[config.mk]
export PLATFORM = sky130hd
export DESIGN_NAME = rle_sprite_line_decoder
export DESIGN_NICKNAME = d
export VERILOG_FILES = /design/src/hdl/rsld_pkg.sv /design/src/hdl/rsld_in_stage.sv /design/src/hdl/rsld_decode.sv /design/src/hdl/rsld_out_stage.sv /design/src/hdl/rle_sprite_line_decoder.sv
export VERILOG_INCLUDE_DIRS = /design/src /design/src/hdl
export SDC_FILE = /design/constraint.sdc
export NUM_CORES = 1
export LEC_CHECK = 0
export BUFFER_PORTS_ARGS = -buffer_cell sky130_fd_sc_hd__buf_2
export CORE_MARGIN = 5
export CORE_UTILIZATION = 35
export CTS_BUF_LIST = sky130_fd_sc_hd__clkbuf_4 sky130_fd_sc_hd__clkbuf_8
export CTS_CLUSTER_DIAMETER = 120
export DETAILED_ROUTE_END_ITERATION = 7
export PLACE_DENSITY = 0.64
export SKIP_LAST_GASP = 1
export SYNTH_ARGS = -nofsm -noshare
export SYNTH_HDL_FRONTEND = slang
export SYNTH_HIERARCHICAL = 1
export SYNTH_SLANG_ARGS = --single-unit
[constraint.sdc]
create_clock -name clk -period 8.8 [get_ports clk]
set_input_delay 0.88 -clock clk [delete_from_list [all_inputs] [get_ports clk]]
set_output_delay 0.88 -clock clk [all_outputs]
set_load 0.1 [all_outputs]
[src/hdl/rle_sprite_line_decoder_defines.svh]
// assertion macros used by the decode module of the sprite line decoder
// depends on nothing; included by files that carry concurrent checks
`ifndef RLE_SPRITE_LINE_DECODER_DEFINES_SVH
`define RLE_SPRITE_LINE_DECODER_DEFINES_SVH

// same-cycle implication, disabled during reset
`define RSLD_ASSERT_IMPL(label, clk, rst_n, ante, cons) \
    label: assert property (@(posedge clk) disable iff (!rst_n) (ante) |-> (cons)) \
        else $error("sprite line decoder check failed");

// next-cycle implication, disabled during reset
`define RSLD_ASSERT_NEXT(label, clk, rst_n, ante, cons) \
    label: assert property (@(posedge clk) disable iff (!rst_n) (ante) |=> (cons)) \
        else $error("sprite line decoder check failed");

`endif

[src/hdl/rsld_pkg.sv]
// types, constants and helper functions of the sprite line decoder
// depends on nothing; imported by every decoder module
`timescale 1ns / 1ps

package rsld_pkg;

    // column counter width
    localparam int COLUMN_BITS = 12;

    // header byte class masks and codes
    localparam logic [7:0] HDR_MASK3    = 8'hE0;
    localparam logic [7:0] HDR_SEMI     = 8'h20;
    localparam logic [7:0] HDR_BLEND    = 8'h00;
    localparam logic [7:0] HDR_MASK2    = 8'hC0;
    localparam logic [7:0] HDR_LITERAL  = 8'h40;
    localparam logic [7:0] HDR_REPEAT   = 8'h80;
    localparam logic [7:0] HDR_END      = 8'h00;
    localparam logic [7:0] ALPHA_OPAQUE = 8'd255;

    // decoder phase
    typedef enum logic [2:0] {
        PH_HEADER       = 3'd0,
        PH_SEMI_INDEX   = 3'd1,
        PH_BLEND_ALPHA  = 3'd2,
        PH_BLEND_INDEX  = 3'd3,
        PH_LITERAL      = 3'd4,
        PH_REPEAT_INDEX = 3'd5
    } rsld_phase_t;

    // one input beat
    typedef struct packed {
        logic [7:0] data_byte;
        logic       line_start;
    } rsld_beat_t;

    // one output run
    typedef struct packed {
        logic [7:0]             alpha;
        logic [7:0]             color_index;
        logic                   transparent;
        logic [COLUMN_BITS-1:0] run_length;
        logic                   line_end;
    } rsld_run_t;

    // decoder result toward the output register
    typedef struct packed {
        logic      valid;
        rsld_run_t run;
    } rsld_result_t;

    // blend alpha byte a scaled as a*255/31, saturated at 255
    function automatic logic [7:0] blend_alpha(input logic [7:0] a);
        logic [7:0] q;
        if (a[7:5] != 3'd0)
        begin
            q = ALPHA_OPAQUE;
        end
        else
        begin
            case (a[4:0])
                5'd0:  q = 8'd0;
                5'd1:  q = 8'd8;
                5'd2:  q = 8'd16;
                5'd3:  q = 8'd24;
                5'd4:  q = 8'd32;
                5'd5:  q = 8'd41;
                5'd6:  q = 8'd49;
                5'd7:  q = 8'd57;
                5'd8:  q = 8'd65;
                5'd9:  q = 8'd74;
                5'd10: q = 8'd82;
                5'd11: q = 8'd90;
                5'd12: q = 8'd98;
                5'd13: q = 8'd106;
                5'd14: q = 8'd115;
                5'd15: q = 8'd123;
                5'd16: q = 8'd131;
                5'd17: q = 8'd139;
                5'd18: q = 8'd148;
                5'd19: q = 8'd156;
                5'd20: q = 8'd164;
                5'd21: q = 8'd172;
                5'd22: q = 8'd180;
                5'd23: q = 8'd189;
                5'd24: q = 8'd197;
                5'd25: q = 8'd205;
                5'd26: q = 8'd213;
                5'd27: q = 8'd222;
                5'd28: q = 8'd230;
                5'd29: q = 8'd238;
                5'd30: q = 8'd246;
                default: q = ALPHA_OPAQUE;
            endcase
        end
        return q;
    endfunction

    // single-pixel alpha a*255/32 from a 5-bit field
    function automatic logic [7:0] semi_alpha(input logic [4:0] a);
        logic [12:0] p;
        p = ({8'd0, a} << 8) - {8'd0, a};
        return p[12:5];
    endfunction

endpackage

[src/hdl/rsld_in_stage.sv]
// input register of the sprite line decoder: holds one accepted beat
// depends on rsld_pkg
`timescale 1ns / 1ps

module rsld_in_stage import rsld_pkg::*;
(
    input  logic       clk,
    input  logic       rst_n,
    input  logic       in_valid,
    output logic       in_stall,
    input  rsld_beat_t in_beat,
    input  logic       advance,
    output logic       beat_valid,
    output rsld_beat_t beat
);

    logic       valid_reg;
    logic       valid_next;
    rsld_beat_t beat_reg;
    logic       load;

    // take a new beat whenever the held one moves on or none is held
    assign in_stall = valid_reg && !advance;
    assign load     = in_valid && !in_stall;

    always_comb
    begin
        valid_next = valid_reg;
        if (load)
        begin
            valid_next = 1'b1;
        end
        else if (advance)
        begin
            valid_next = 1'b0;
        end
    end

    always_ff @(posedge clk or negedge rst_n)
    begin
        if (!rst_n)
        begin
            valid_reg <= 1'b0;
        end
        else
        begin
            valid_reg <= valid_next;
        end
    end

    // payload register
    always_ff @(posedge clk)
    begin
        if (load)
        begin
            beat_reg <= in_beat;
        end
    end

    assign beat_valid = valid_reg;
    assign beat       = beat_reg;

endmodule

[src/hdl/rsld_decode.sv]
// line decoder state and per-byte decode with run clipping
// depends on rsld_pkg and rle_sprite_line_decoder_defines.svh
`timescale 1ns / 1ps

`include "rle_sprite_line_decoder_defines.svh"

module rsld_decode import rsld_pkg::*;
(
    input  logic                   clk,
    input  logic                   rst_n,
    input  logic                   cfg_write,
    input  logic [COLUMN_BITS-1:0] cfg_width,
    input  logic                   fire,
    input  rsld_beat_t             beat,
    output rsld_result_t           result
);

    rsld_phase_t            phase_reg, phase_next;
    logic [5:0]             run_count_reg, run_count_next;
    logic [7:0]             held_alpha_reg, held_alpha_next;
    logic [COLUMN_BITS-1:0] column_reg, column_next;
    logic                   line_done_reg, line_done_next;
    logic [COLUMN_BITS-1:0] line_width_reg;

    // run request from the byte decode
    logic                   req;
    logic [7:0]             req_alpha;
    logic [7:0]             req_index;
    logic                   req_transp;
    logic [COLUMN_BITS-1:0] req_count;
    logic                   done_dec;

    logic [COLUMN_BITS-1:0] width_eff;
    logic [COLUMN_BITS-1:0] col_in;
    logic [COLUMN_BITS-1:0] remain;
    logic [COLUMN_BITS-1:0] len;
    logic [7:0]             b;

    assign b         = beat.data_byte;
    assign width_eff = (line_width_reg == '0) ? COLUMN_BITS'(1) : line_width_reg;

    // byte decode against the phase, after a line start clear
    always_comb
    begin
        phase_next      = phase_reg;
        run_count_next  = run_count_reg;
        held_alpha_next = held_alpha_reg;
        col_in          = column_reg;
        done_dec        = line_done_reg;
        req             = 1'b0;
        req_alpha       = 8'd0;
        req_index       = 8'd0;
        req_transp      = 1'b0;
        req_count       = '0;

        if (beat.line_start)
        begin
            phase_next      = PH_HEADER;
            run_count_next  = 6'd0;
            held_alpha_next = 8'd0;
            col_in          = '0;
            done_dec        = 1'b0;
        end

        if (!done_dec)
        begin
            case (phase_next)
                PH_HEADER:
                begin
                    if (b == HDR_END)
                    begin
                        req        = 1'b1;
                        req_transp = 1'b1;
                        req_count  = '1;
                        done_dec   = 1'b1;
                    end
                    else if ((b & HDR_MASK3) == HDR_SEMI)
                    begin
                        held_alpha_next = semi_alpha(b[4:0]);
                        phase_next      = PH_SEMI_INDEX;
                    end
                    else if ((b & HDR_MASK3) == HDR_BLEND)
                    begin
                        run_count_next = {1'b0, b[4:0]};
                        phase_next     = PH_BLEND_ALPHA;
                    end
                    else if ((b & HDR_MASK2) == HDR_LITERAL)
                    begin
                        run_count_next = b[5:0];
                        phase_next     = (b[5:0] != 6'd0) ? PH_LITERAL : PH_HEADER;
                    end
                    else if ((b & HDR_MASK2) == HDR_REPEAT)
                    begin
                        run_count_next = b[5:0];
                        phase_next     = PH_REPEAT_INDEX;
                    end
                    else
                    begin
                        req        = 1'b1;
                        req_transp = 1'b1;
                        req_count  = COLUMN_BITS'(b[5:0]);
                    end
                end
                PH_SEMI_INDEX:
                begin
                    req        = 1'b1;
                    req_alpha  = held_alpha_next;
                    req_index  = b;
                    req_count  = COLUMN_BITS'(1);
                    phase_next = PH_HEADER;
                end
                PH_BLEND_ALPHA:
                begin
                    held_alpha_next = blend_alpha(b);
                    phase_next      = PH_BLEND_INDEX;
                end
                PH_BLEND_INDEX:
                begin
                    req            = 1'b1;
                    req_alpha      = held_alpha_next;
                    req_index      = b;
                    req_count      = COLUMN_BITS'(run_count_next);
                    run_count_next = 6'd0;
                    phase_next     = PH_HEADER;
                end
                PH_LITERAL:
                begin
                    req            = 1'b1;
                    req_alpha      = ALPHA_OPAQUE;
                    req_index      = b;
                    req_count      = COLUMN_BITS'(1);
                    run_count_next = run_count_next - 6'd1;
                    if (run_count_next == 6'd0)
                    begin
                        phase_next = PH_HEADER;
                    end
                end
                PH_REPEAT_INDEX:
                begin
                    req            = 1'b1;
                    req_alpha      = ALPHA_OPAQUE;
                    req_index      = b;
                    req_count      = COLUMN_BITS'(run_count_next);
                    run_count_next = 6'd0;
                    phase_next     = PH_HEADER;
                end
                default:
                begin
                    phase_next = PH_HEADER;
                end
            endcase
        end
    end

    // clip the requested run to the line width
    always_comb
    begin
        column_next    = col_in;
        line_done_next = done_dec;
        remain         = width_eff - col_in;
        len            = (req_count < remain) ? req_count : remain;
        result         = '0;
        if (req && (req_count != '0))
        begin
            if (col_in >= width_eff)
            begin
                line_done_next = 1'b1;
            end
            else
            begin
                column_next                = col_in + len;
                result.valid               = 1'b1;
                result.run.alpha           = req_alpha;
                result.run.color_index     = req_index;
                result.run.transparent     = req_transp;
                result.run.run_length      = len;
                result.run.line_end        = (len == remain);
                if (len == remain)
                begin
                    line_done_next = 1'b1;
                end
            end
        end
    end

    // width register
    always_ff @(posedge clk or negedge rst_n)
    begin
        if (!rst_n)
        begin
            line_width_reg <= COLUMN_BITS'(1);
        end
        else if (cfg_write)
        begin
            line_width_reg <= cfg_width;
        end
    end

    // decoder state, updated once per decoded beat
    always_ff @(posedge clk or negedge rst_n)
    begin
        if (!rst_n)
        begin
            phase_reg      <= PH_HEADER;
            run_count_reg  <= 6'd0;
            held_alpha_reg <= 8'd0;
            column_reg     <= '0;
            line_done_reg  <= 1'b0;
        end
        else if (fire)
        begin
            phase_reg      <= phase_next;
            run_count_reg  <= run_count_next;
            held_alpha_reg <= held_alpha_next;
            column_reg     <= column_next;
            line_done_reg  <= line_done_next;
        end
    end

    // checks
    `RSLD_ASSERT_NEXT(a_end_closes_line, clk, rst_n,
        fire && result.valid && result.run.line_end, line_done_reg)
    `RSLD_ASSERT_IMPL(a_literal_count, clk, rst_n,
        phase_reg == PH_LITERAL, run_count_reg != 6'd0)
    `RSLD_ASSERT_NEXT(a_done_holds_column, clk, rst_n,
        line_done_reg && !(fire && beat.line_start), $stable(column_reg))
    `RSLD_ASSERT_IMPL(a_run_nonzero, clk, rst_n,
        result.valid, result.run.run_length != '0)

endmodule

[src/hdl/rsld_out_stage.sv]
// output register of the sprite line decoder: holds one run until taken
// depends on rsld_pkg
`timescale 1ns / 1ps

module rsld_out_stage import rsld_pkg::*;
(
    input  logic         clk,
    input  logic         rst_n,
    input  logic         beat_valid,
    input  rsld_result_t result,
    output logic         advance,
    output logic         out_valid,
    input  logic         out_stall,
    output rsld_run_t    out_run
);

    logic      valid_reg;
    logic      valid_next;
    rsld_run_t run_reg;
    logic      room;

    // a beat may move on when the register is empty or being drained
    assign room    = !valid_reg || !out_stall;
    assign advance = beat_valid && room;

    always_comb
    begin
        valid_next = valid_reg;
        if (room)
        begin
            valid_next = advance && result.valid;
        end
    end

    always_ff @(posedge clk or negedge rst_n)
    begin
        if (!rst_n)
        begin
            valid_reg <= 1'b0;
        end
        else
        begin
            valid_reg <= valid_next;
        end
    end

    // payload register
    always_ff @(posedge clk)
    begin
        if (advance && result.valid)
        begin
            run_reg <= result.run;
        end
    end

    assign out_valid = valid_reg;
    assign out_run   = run_reg;

endmodule

[src/hdl/rle_sprite_line_decoder.sv]
// an accepted byte is decoded from the input register into the run register
// throughput: one byte per cycle; set by the single decode step between the
// input register and the run register, output stalls hold the input register
// reset: width 1, header phase, column 0, both registers empty
// top level of the sprite line decoder; depends on rsld_pkg, rsld_in_stage,
// rsld_decode and rsld_out_stage
`timescale 1ns / 1ps

module rle_sprite_line_decoder import rsld_pkg::*;
(
    input  logic                   clk,
    input  logic                   rst_n,
    input  logic                   cfg_valid,
    output logic                   cfg_ready,
    input  logic [COLUMN_BITS-1:0] line_width,
    input  logic                   in_valid,
    output logic                   in_stall,
    input  logic [7:0]             data_byte,
    input  logic                   line_start,
    output logic                   out_valid,
    input  logic                   out_stall,
    output logic [7:0]             alpha,
    output logic [7:0]             color_index,
    output logic                   transparent,
    output logic [COLUMN_BITS-1:0] run_length,
    output logic                   line_end
);

    rsld_beat_t   in_beat;
    rsld_beat_t   beat;
    logic         beat_valid;
    logic         advance;
    rsld_result_t result;
    rsld_run_t    out_run;

    // width register always accepts a width write
    assign cfg_ready = 1'b1;

    assign in_beat.data_byte  = data_byte;
    assign in_beat.line_start = line_start;

    rsld_in_stage u_in (
        .clk        (clk),
        .rst_n      (rst_n),
        .in_valid   (in_valid),
        .in_stall   (in_stall),
        .in_beat    (in_beat),
        .advance    (advance),
        .beat_valid (beat_valid),
        .beat       (beat)
    );

    rsld_decode u_decode (
        .clk       (clk),
        .rst_n     (rst_n),
        .cfg_write (cfg_valid && cfg_ready),
        .cfg_width (line_width),
        .fire      (advance),
        .beat      (beat),
        .result    (result)
    );

    rsld_out_stage u_out (
        .clk        (clk),
        .rst_n      (rst_n),
        .beat_valid (beat_valid),
        .result     (result),
        .advance    (advance),
        .out_valid  (out_valid),
        .out_stall  (out_stall),
        .out_run    (out_run)
    );

    // run fields to ports
    assign alpha       = out_run.alpha;
    assign color_index = out_run.color_index;
    assign transparent = out_run.transparent;
    assign run_length  = out_run.run_length;
    assign line_end    = out_run.line_end;

endmodule
==> impl_metrics.tcl, run 1 <==
set metrics [dict create \
    ys_seq_elements 83 \
    largest_reg_flops 30 \
    io_pins 59 \
    drive_gt1_share_pct 15.43 \
    power_density_nw_per_um2 274.4 \
    detail_route.wl_per_cell_um 16.17 \
    slew_headroom_pct 31.90 \
    startpoint_type "flop" \
    worstMarginPinSlew_ns 1.021 \
    yosys.area.top_type "edfxtp_1" \
    slew_viol_final 0 \
    via_per_inst 5.407 \
    yosysWarnings 6 \
    drc 0 \
    antenna_found_initial 0 \
    rows 47 \
    drtIter0Drc 558 \
    synth-edff-count 39 \
    fin_worst_skew_ns 0.008616 \
    cts_max_path_buffers 2 \
    final.setup.tns_ns 0 \
    path_max_fanout 25 \
    antenna_cells 0 \
    dr_total_vias 4904 \
    cts_setup_buffers 0 \
    cap_viol_max_count 0 \
    cts.sinks 83 \
    postSynthAreaPerCell_um2 8.978 \
    cts_tree "built" \
    place.detailed.hpwl_um 10940 \
    synth_top_area_share_pct 19.91 \
    cts-root-buf "clkbuf_8" \
    worst_slack_ns 0.9042 \
    postRouteAntennaNets 0 \
    core_area_um2 16520 \
    grtUsageTotal_pct 15.33 \
    gp_congestion 0.9120 \
    endpoint_kind "flop" \
    multiInputGateArea_um2 3262 \
    grt_pass1_vias 4676 \
    status "finished clean" \
    ys.flop_type "dfrtp_1" \
    seq_area_um2 2273 \
    die_w_um 139.6 \
    r2r_slack_ns 0.90 \
    synth-async-reset-ratio_pct 53.01 \
    crit_required_ns 9.07 \
    syn-num-nets 722 \
    final_hold_viol_count 0 \
    grt_max_degree 45 \
    syn2layout_area_growth_pct 9.681 \
    nFillCells 1618 \
    cts.clk_slew.worst_paths_ns 0.09 \
    min_period_over_period_pct 89.73 \
    dieArea_um2 19490 \
    seq_area_frac_synth_pct 38.66 \
    rsz0062_at_grt "no" \
    arrival_ns 8.17 \
    syn-cell-area_um2 5881 \
    start_util_pct 35.59 \
    htreeDepth 3 \
    dp_slack_ns 1.019 \
    max-vdd-ir-drop_mv 0.1273 \
    hold_path_class "reg -> reg" \
    cts-resized-gates 0 \
    critPathKind "reg -> reg" \
    die_h_um 139.6 \
    hold_buffers 0 \
    setup_viol 0 \
    wl_um 14670 \
    layout.nets 749 \
    grt_overflow_total 0 \
    first_pass_iters 5 \
    cts_buffers 9 \
    fin_crit_ns 7.896 \
    clock.fmax_ghz 0.1266 \
    portBuffers 57 \
    leakagePower_nw 2.786 \
    clk_latency_ns 0.37 \
    yosys-top-cells-area "edfxtp_1, dfrtp_1, ha_1" \
    grt_first_pass_wirelength_um 24370 \
    syn-instance-count 655 \
    netlist-cell-type-count 78 \
]
## cells by family (layout without fill, tap and decap cells)
group / count (synthesis) / after routing / synth area share, %
buf+inv: 82 / 114 / 6.064
compound gates: 191 / 191 / 22.19
flops: 83 / 83 / 38.66
xor+xnor: 24 / 24 / 3.574
other cells: 1 / 1 / 0.06377
mux: 14 / 14 / 2.617
fa+ha+maj: 41 / 41 / 8.979
simple gates: 219 / 219 / 17.85
## cell usage after synthesis, types with 4 or more instances
cell and n:
a21oi_1 49, nor3_1 15, inv_1 38, o21ai_0 42
mux2_2 11, nand3_1 17, ha_1 39, clkbuf_1 28
nor2b_1 8, a2111oi_0 5, nor2_1 56, buf_2 5
and2_1 15, nor4_1 7, or3_1 5, a211oi_1 7
a31oi_1 10, edfxtp_1 39, dfrtp_1 43, xor2_1 4
nand2_1 68, xnor2_1 20, a22o_1 15, nand2b_1 6
a21o_1 13
## power breakdown
group / internal (mW) / switching, mW / total [mW] / leakage (nW)
logic: 0.247 / 0.632 / 0.880 / 1.78
clock network: 0.135 / 0.153 / 0.288 / 0.102
registers: 0.507 / 0.0956 / 0.602 / 0.904
## final cells by class
class                   instances  area share, %
multi-input cells             490          50.57
flip-flops and latches         83          35.25
repair buffers                 58          4.539
well taps                     220          4.268
inverters                      40          2.328
clock buffers                  10          2.037
clock inverters                 6          1.009
## placed cells by master (no fill, tap or decap), drive strengths merged, types with 4 or more instances in the layout
| cell | count |
|---|---|
| edfxtp | 39 |
| or3 | 5 |
| nor2 | 56 |
| and2 | 16 |
| clkbuf | 10 |
| clkinv | 4 |
| nand2b | 8 |
| xor2 | 4 |
| nor2b | 8 |
| a21o | 13 |
| or2 | 5 |
| a31oi | 10 |
| nand2 | 68 |
| nor4 | 7 |
| a22o | 15 |
| a21oi | 52 |
| xnor2 | 20 |
| buf | 58 |
| dfrtp | 43 |
| a2111oi | 7 |
| nor3 | 15 |
| nand3 | 17 |
| mux2 | 11 |
| inv | 41 |
| and3 | 4 |
| ha | 39 |
| o21ai | 45 |
| a211oi | 7 |
## worst max-delay path: stages, from the launching register on
cell and delay, ns:
edfxtp_1 0.64, inv_1 0.67, nand2_1 0.19, ha_1 0.42, a2111oi_1 0.58, a211oi_1 0.20, nand2b_2 0.23, xor2_1 0.20
inv_1 0.08, ha_1 0.31, nand3_1 0.10, nor2_1 0.05, a2111oi_0 0.40, a21oi_1 0.17, a2111oi_4 0.86, o21ai_0 0.38
ha_1 0.36, a21o_1 0.18, a21oi_1 0.22, nor2b_1 0.10, o41ai_1 0.33, o21ai_0 0.18, o41ai_1 0.38, xor2_1 0.27
nand2_1 0.08, o311ai_1 0.21
## stage by stage
| step | power, mW | area, um2 | hold slack (ns) | std cells | utilization [%] |
|---|---|---|---|---|---|
| after detailed placement | 1.481 | 6254 | 0.4725 | 891 | 37.84 |
| after global placement | 1.478 | 6254 | 0.4675 | 891 | 37.84 |
| after global routing | 1.889 | 6450 | 0.5188 | 907 | 39.03 |
| after CTS | 1.771 | 6450 | 0.4951 | 907 | 39.03 |
| final | 1.770 | 6450 | 0.4857 | 907 | 39.03 |
| after floorplan | 1.309 | 5881 | 0.4497 | 655 | - |
## per-layer routing
metal / track usage [%] / vias to the layer above / share of wire (%)
met2: 23.18 / 171 / 44
met5: 0 / - / 0
met1: 22.29 / 2297 / 47
met3: 2.847 / 17 / 7.2
met4: 4.742 / 0 / 1.6
li1: - / 2419 / -
## path summary, 6_finish.rpt
| path | startpoint | to | depth (start not counted) |
|---|---|---|---|
| worst max-delay path | u_in/beat[0]$_DFFE_PP_ | u_decode/column_reg[11]$_DFFE_PN0P_ | 25 |
| worst min-delay path | u_decode/held_alpha_reg[7]$_DFFE_PN0P_ | u_decode/held_alpha_reg[7]$_DFFE_PN0P_ | 2 |
| worst max register to register | u_in/beat[0]$_DFFE_PP_ | u_decode/column_reg[11]$_DFFE_PN0P_ | 25 |
| worst min register to register | u_decode/held_alpha_reg[7]$_DFFE_PN0P_ | u_decode/held_alpha_reg[7]$_DFFE_PN0P_ | 2 |
| max in group asynchronous | rst_n | u_decode/held_alpha_reg[0]$_DFFE_PN0P_ | 1 |
| min in group asynchronous | rst_n | u_decode/line_width_reg[3]$_DFFE_PN0P_ | 1 |
Power figures use the tool's default switching activity.
==> inputs of run 2 (changes only) <==
--- a/config.mk
+++ b/config.mk
@@ -6,7 +6,9 @@
 export SDC_FILE = /design/constraint.sdc
 export NUM_CORES = 1
 export LEC_CHECK = 0
+export ABC_AREA = 1
 export BUFFER_PORTS_ARGS = -buffer_cell sky130_fd_sc_hd__buf_2
+export CORE_ASPECT_RATIO = 1.4
 export CORE_MARGIN = 5
 export CORE_UTILIZATION = 35
 export CTS_BUF_LIST = sky130_fd_sc_hd__clkbuf_4 sky130_fd_sc_hd__clkbuf_8
==> impl_metrics.tcl, run 2 <==
set metrics [dict create \
    place.detailed.hpwl_um 12450 \
    fin_worst_skew_ns 0.01164 \
    drive_gt1_share_pct 17.51 \
    detail_route.wl_per_cell_um 15.25 \
    yosys-top-cells-area "edfxtp_1, dfrtp_1, ha_1" \
    leakagePower_nw 3.242 \
    ys.flop_type "dfrtp_1" \
    slew_headroom_pct 36.22 \
    postRouteAntennaNets 0 \
    cts-resized-gates 0 \
    cp_slowest_cell "edfxtp_1" \
    timing.critical_path.mode_cell "nand2_1" \
    via_per_inst 5.036 \
    nFillCells 1794 \
    startpoint_type "flop" \
    cts_buffers 9 \
    top_layer "met4" \
    cts.clk_slew.worst_paths_ns 0.09 \
    crit_required_ns 9.05 \
    dieArea_um2 20080 \
    grt_pass1_vias 5316 \
    wl_met1_um 6203 \
    slew_viol_final 0 \
    largest_reg_flops 30 \
    ys_seq_elements 83 \
    p_sw_share_pct 51.94 \
    cts_tree "built" \
    seq_power_share_pct 28.9 \
    critPathKind "reg -> reg" \
    die_h_um 165.7 \
    gp_congestion 0.9199 \
    final_core_util_pct 39.10 \
    drc 0 \
    status "finished clean" \
    arrival_ns 6.75 \
    endpoint_kind "flop" \
    postSynthAreaPerCell_um2 7.961 \
    layout.nets 873 \
    drtIter0Drc 480 \
    path_max_fanout 19 \
    synth-edff-count 39 \
    fin_crit_ns 6.500 \
    wl_um 15970 \
    cts-root-buf "clkbuf_8" \
    cpPeakStageDelay_ns 0.99 \
    rows 57 \
    core_area_um2 17190 \
    htreeDepth 3 \
    synth_commonest_cells "inv_1, nor2_1, nand2_1" \
    yosysWarnings 6 \
    netlist-cell-type-count 56 \
    mostFrequentLayoutCells "inv_1, nor2_1, nand2_1, a21oi_1, buf_2" \
    cts.sinks 83 \
    yosys.area.top_type "edfxtp_1" \
    routed-wl-met2_um 8427 \
    total_power_mw 1.960 \
    dr_total_vias 5273 \
    cap_viol_max_count 0 \
    hold_buffers 0 \
    final.setup.tns_ns 0 \
    antenna_cells 0 \
    grtUsageTotal_pct 16.02 \
    power_density_nw_per_um2 291.7 \
    synth.most_common_cell "inv_1" \
    clkPwrFrac_pct 14.6 \
    max-vdd-ir-drop_mv 0.09451 \
    syn-cell-area_um2 6058 \
    synth_top_area_share_pct 19.33 \
    worstMarginPinSlew_ns 0.9568 \
    grt_max_degree 45 \
    cts_setup_buffers 0 \
    syn-num-nets 828 \
    final_common_cell "inv_1" \
    p_sw_mw 1.018 \
    start_util_pct 35.25 \
    met3WireLength_um 582 \
    rsz0062_at_grt "no" \
    io_pins 59 \
    combPwrFrac_pct 56.5 \
    min_period_over_period_pct 73.86 \
    final_hold_viol_count 0 \
    syn2layout_area_growth_pct 10.93 \
    hold_path_class "reg -> reg" \
    syn-instance-count 761 \
    grt_first_pass_wirelength_um 25500 \
    grt_overflow_total 0 \
    clock.fmax_ghz 0.1538 \
    setup_viol 0 \
    die_w_um 121.2 \
    portBuffers 57 \
    first_pass_iters 6 \
    antenna_found_initial 0 \
    seq_area_frac_synth_pct 37.53 \
    clk_latency_ns 0.37 \
    cts_max_path_buffers 2 \
    p_int_mw 0.9422 \
    synth-async-reset-ratio_pct 53.01 \
]
## run 2: cell families after synthesis
group / synth area share [%]
flops: 37.53
other cells: 0.06190
fa+ha+maj: 8.715
buf+inv: 10.49
compound gates: 17.74
simple gates: 20.10
xor+xnor: 3.325
mux: 2.045
## run 2: final cells by class
class / count / area, um2 / share of cell area (%)
Sequential cell: 83 / 2273 / 33.83
Clock inverter: 6 / 66.31 / 0.9868
Tap cell: 236 / 295.3 / 4.394
Multi-Input combinational cell: 522 / 3149 / 46.86
Inverter: 131 / 504.2 / 7.503
Timing Repair Buffer: 59 / 300.3 / 4.468
Clock buffer: 10 / 131.4 / 1.955
## run 2: metal layers
metal	vias to the layer above	global-route usage, %
met5	-	0
met4	0	8.191
met2	156	29.96
li1	2610	-
met1	2456	16.72
met3	51	2.933
## run 2: through the flow
stage / setup WS (ns) / cell area, um2 / hold slack (ns) / std cells
final: 2.300 / 6720 / 0.5158 / 1047
after global routing: 1.733 / 6720 / 0.5433 / 1047
after CTS: 2.375 / 6720 / 0.5213 / 1047
after detailed placement: 2.416 / 6523 / 0.5020 / 1031
after global placement: 2.535 / 6523 / 0.5000 / 1031
after floorplan: 3.294 / 6058 / 0.4807 / 761
## run 2: critical path, delay by kind of cell (launching register included)
kind                     cells  cell delay, ns
AO/OA/AOI/OAI                7            1.31
XOR/XNOR                     2            0.32
adder cells (fa/ha/maj)      4            1.31
buffers and inverters        5            0.48
flip-flops                   1            0.99
AND/OR/NAND/NOR             17            1.97
## run 2: final timing paths
path | slack, ns | end | from | cells after the start
worst max-delay path | 2.30 | u_decode/column_reg[11]$_DFFE_PN0P_ | u_in/beat[0]$_DFFE_PP_ | 35
worst min-delay path | 0.52 | u_out/out_valid$_DFFE_PN0P_ | u_out/out_valid$_DFFE_PN0P_ | 2
worst max register to register | 2.30 | u_decode/column_reg[11]$_DFFE_PN0P_ | u_in/beat[0]$_DFFE_PP_ | 35
worst min register to register | 0.52 | u_out/out_valid$_DFFE_PN0P_ | u_out/out_valid$_DFFE_PN0P_ | 2
max in group asynchronous | 7.79 | u_decode/column_reg[2]$_DFFE_PN0P_ | rst_n | 2
min in group asynchronous | 0.59 | u_decode/line_width_reg[10]$_DFFE_PN0P_ | rst_n | 2
## run 2: power groups by stage
stage | sequential (mW) | clock, mW | combinational, mW
6_report | 0.567 | 0.286 | 1.11
5_1_grt | 0.577 | 0.314 | 1.21
4_1_cts | 0.567 | 0.296 | 1.10
3_5_place_dp | 0.575 | 0 | 1.10
3_3_place_gp | 0.574 | 0 | 1.09
2_1_floorplan | 0.758 | 0 | 0.680
==> inputs of run 3 (changes only) <==
==> constraint.sdc (replaced) <==
create_clock -name clk -period 6.7 [get_ports clk]
set_input_delay 0.67 -clock clk [delete_from_list [all_inputs] [get_ports clk]]
set_output_delay 0.67 -clock clk [all_outputs]
set_load 0.1 [all_outputs]
==> impl_metrics.tcl, run 3 (synthesized netlist as in run 2, its figures left out) <==
set metrics [dict create \
    status "finished clean" \
    drtIter0Drc 439 \
    grt_first_pass_wirelength_um 25270 \
    arrival_ns 6.34 \
    hold_path_class "in -> async" \
    crit_start "u_in/beat[0]$_DFFE_PP_" \
    timing.critical_path.mode_cell "a21oi_1" \
    portBuffers 57 \
    fin_worst_skew_ns 0.01734 \
    wl_um 16190 \
    p_sw_mw 1.341 \
    rows 57 \
    antenna_found_initial 0 \
    dr_total_vias 5315 \
    crit-reg2reg-launch "u_in/beat[0]$_DFFE_PP_" \
    min_period_over_period_pct 90.71 \
    cp_slowest_cell "edfxtp_1" \
    rsz0062_at_grt "no" \
    critPathKind "reg -> reg" \
    leakagePower_nw 3.276 \
    post_dp_cell_area_um2 6538 \
    htreeDepth 3 \
    grt_pass1_vias 5179 \
    final_common_cell "inv_1" \
    slew_headroom_pct 48.54 \
    gp_congestion 0.9075 \
    slew_viol_final 0 \
    multiInputGateArea_um2 3154 \
    seq_area_um2 2273 \
    hold_buffers 0 \
    grtUsageTotal_pct 16.09 \
    largest_reg_flops 30 \
    cap_viol_max_count 0 \
    nFillCells 1775 \
    syn2layout_area_growth_pct 12.04 \
    die_w_um 121.2 \
    place.detailed.hpwl_um 12630 \
    max-vdd-ir-drop_mv 0.1114 \
    path_max_fanout 13 \
    endpoint_kind "flop" \
    drc 0 \
    fin_area_um2 6788 \
    cts_tree "built" \
    p_int_mw 1.319 \
    setup_viol 0 \
    first_pass_iters 5 \
    clkPwrFrac_pct 17.2 \
    crit_required_ns 6.96 \
    cts_max_path_buffers 2 \
    cts.sinks 83 \
    drive_gt1_share_pct 17.96 \
    via_per_inst 5.067 \
    clk_latency_ns 0.40 \
    layout.nets 875 \
    start_util_pct 35.25 \
    clock.fmax_ghz 0.1645 \
    final.setup.tns_ns 0 \
    core_area_um2 17190 \
    postRouteAntennaNets 0 \
    final_hold_viol_count 0 \
    dieArea_um2 20080 \
    antenna_cells 0 \
    combPwrFrac_pct 54.9 \
    instances_no_fill 1049 \
    die_h_um 165.7 \
    cts_buffers 9 \
    mostFrequentLayoutCells "inv_1, nor2_1, nand2_1, a21oi_1, buf_2" \
    cts-resized-gates 0 \
    p_sw_share_pct 50.42 \
    cts.clk_slew.worst_paths_ns 0.09 \
    cts-root-buf "clkbuf_8" \
    cts_setup_buffers 0 \
    final_core_util_pct 39.49 \
    startpoint_type "flop" \
    worstMarginPinSlew_ns 0.7710 \
    cpPeakStageDelay_ns 0.58 \
    fin_crit_ns 6.078 \
    detail_route.wl_per_cell_um 15.43 \
    grt_overflow_total 0 \
    io_pins 59 \
    power_density_nw_per_um2 391.9 \
    seq_power_share_pct 27.9 \
    dp_cells 1033 \
    grt_max_degree 45 \
]
run 3: cell count changes in the layout (fill, tap and decap cells not counted):
cell       before  now
inv_6           0    1
nor3_1         12   11
buf_4           2    4
bufinv_16       1    3
clkinv_4        2    0
clkinv_1        1    0
nor3_2          0    1
run 3: path summary, 6_finish.rpt:
check	end	slack (ns)	cells past startpoint
max in group asynchronous	u_decode/column_reg[11]$_DFFE_PN0P_	5.92	2
worst min-delay path	u_decode/line_width_reg[11]$_DFFE_PN0P_	0.36	2
worst max-delay path	u_decode/column_reg[11]$_DFFE_PN0P_	0.62	31
min in group clk	u_in/beat[6]$_DFFE_PP_	0.44	1
worst min register to register	u_decode/column_reg[2]$_DFFE_PN0P_	0.53	2
worst max register to register	u_decode/column_reg[11]$_DFFE_PN0P_	0.62	31
run 3: critical path, delay by kind of cell, from the launching register on:
family / cells / cell delay [ns]
flip-flops: 1 / 0.58
buffers and inverters: 5 / 0.50
AO/OA/AOI/OAI: 10 / 1.95
adder cells (fa/ha/maj): 3 / 0.95
AND/OR/NAND/NOR: 11 / 1.51
XOR/XNOR: 2 / 0.44
run 3: power by group through the flow:
stage	combinational [mW]	sequential, mW	clock (mW)
2_1_floorplan	0.893	0.995	0
3_3_place_gp	1.44	0.751	0
3_5_place_dp	1.44	0.754	0
4_1_cts	1.45	0.743	0.468
5_1_grt	1.59	0.756	0.489
6_report	1.46	0.742	0.459
run 3: final cells by class:
cell class	count	area share, %
clock buffers	10	1.935
multi-input cells	522	46.47
well taps	236	4.350
flip-flops and latches	83	33.49
repair buffers	61	4.645
inverters	131	7.429
clock inverters	6	1.677
run 3: through the flow:
stage | total power [mW] | hold WS, ns | setup slack [ns]
finish | 2.660 | 0.3594 | 0.6222
floorplan | 1.888 | 0.3744 | 1.194
detailed placement | 2.197 | 0.5072 | 0.5599
global route | 2.834 | 0.4014 | 0.02443
global placement | 2.188 | 0.4945 | 0.7258
CTS | 2.659 | 0.3807 | 0.5393
run 3: metal layers:
metal	vias up	track usage (%)	wire length (um)
li1	2619	-	-
met4	0	6.728	544
met2	179	30.61	8666
met1	2470	16.72	6196
met3	47	3.377	778
met5	-	0	0
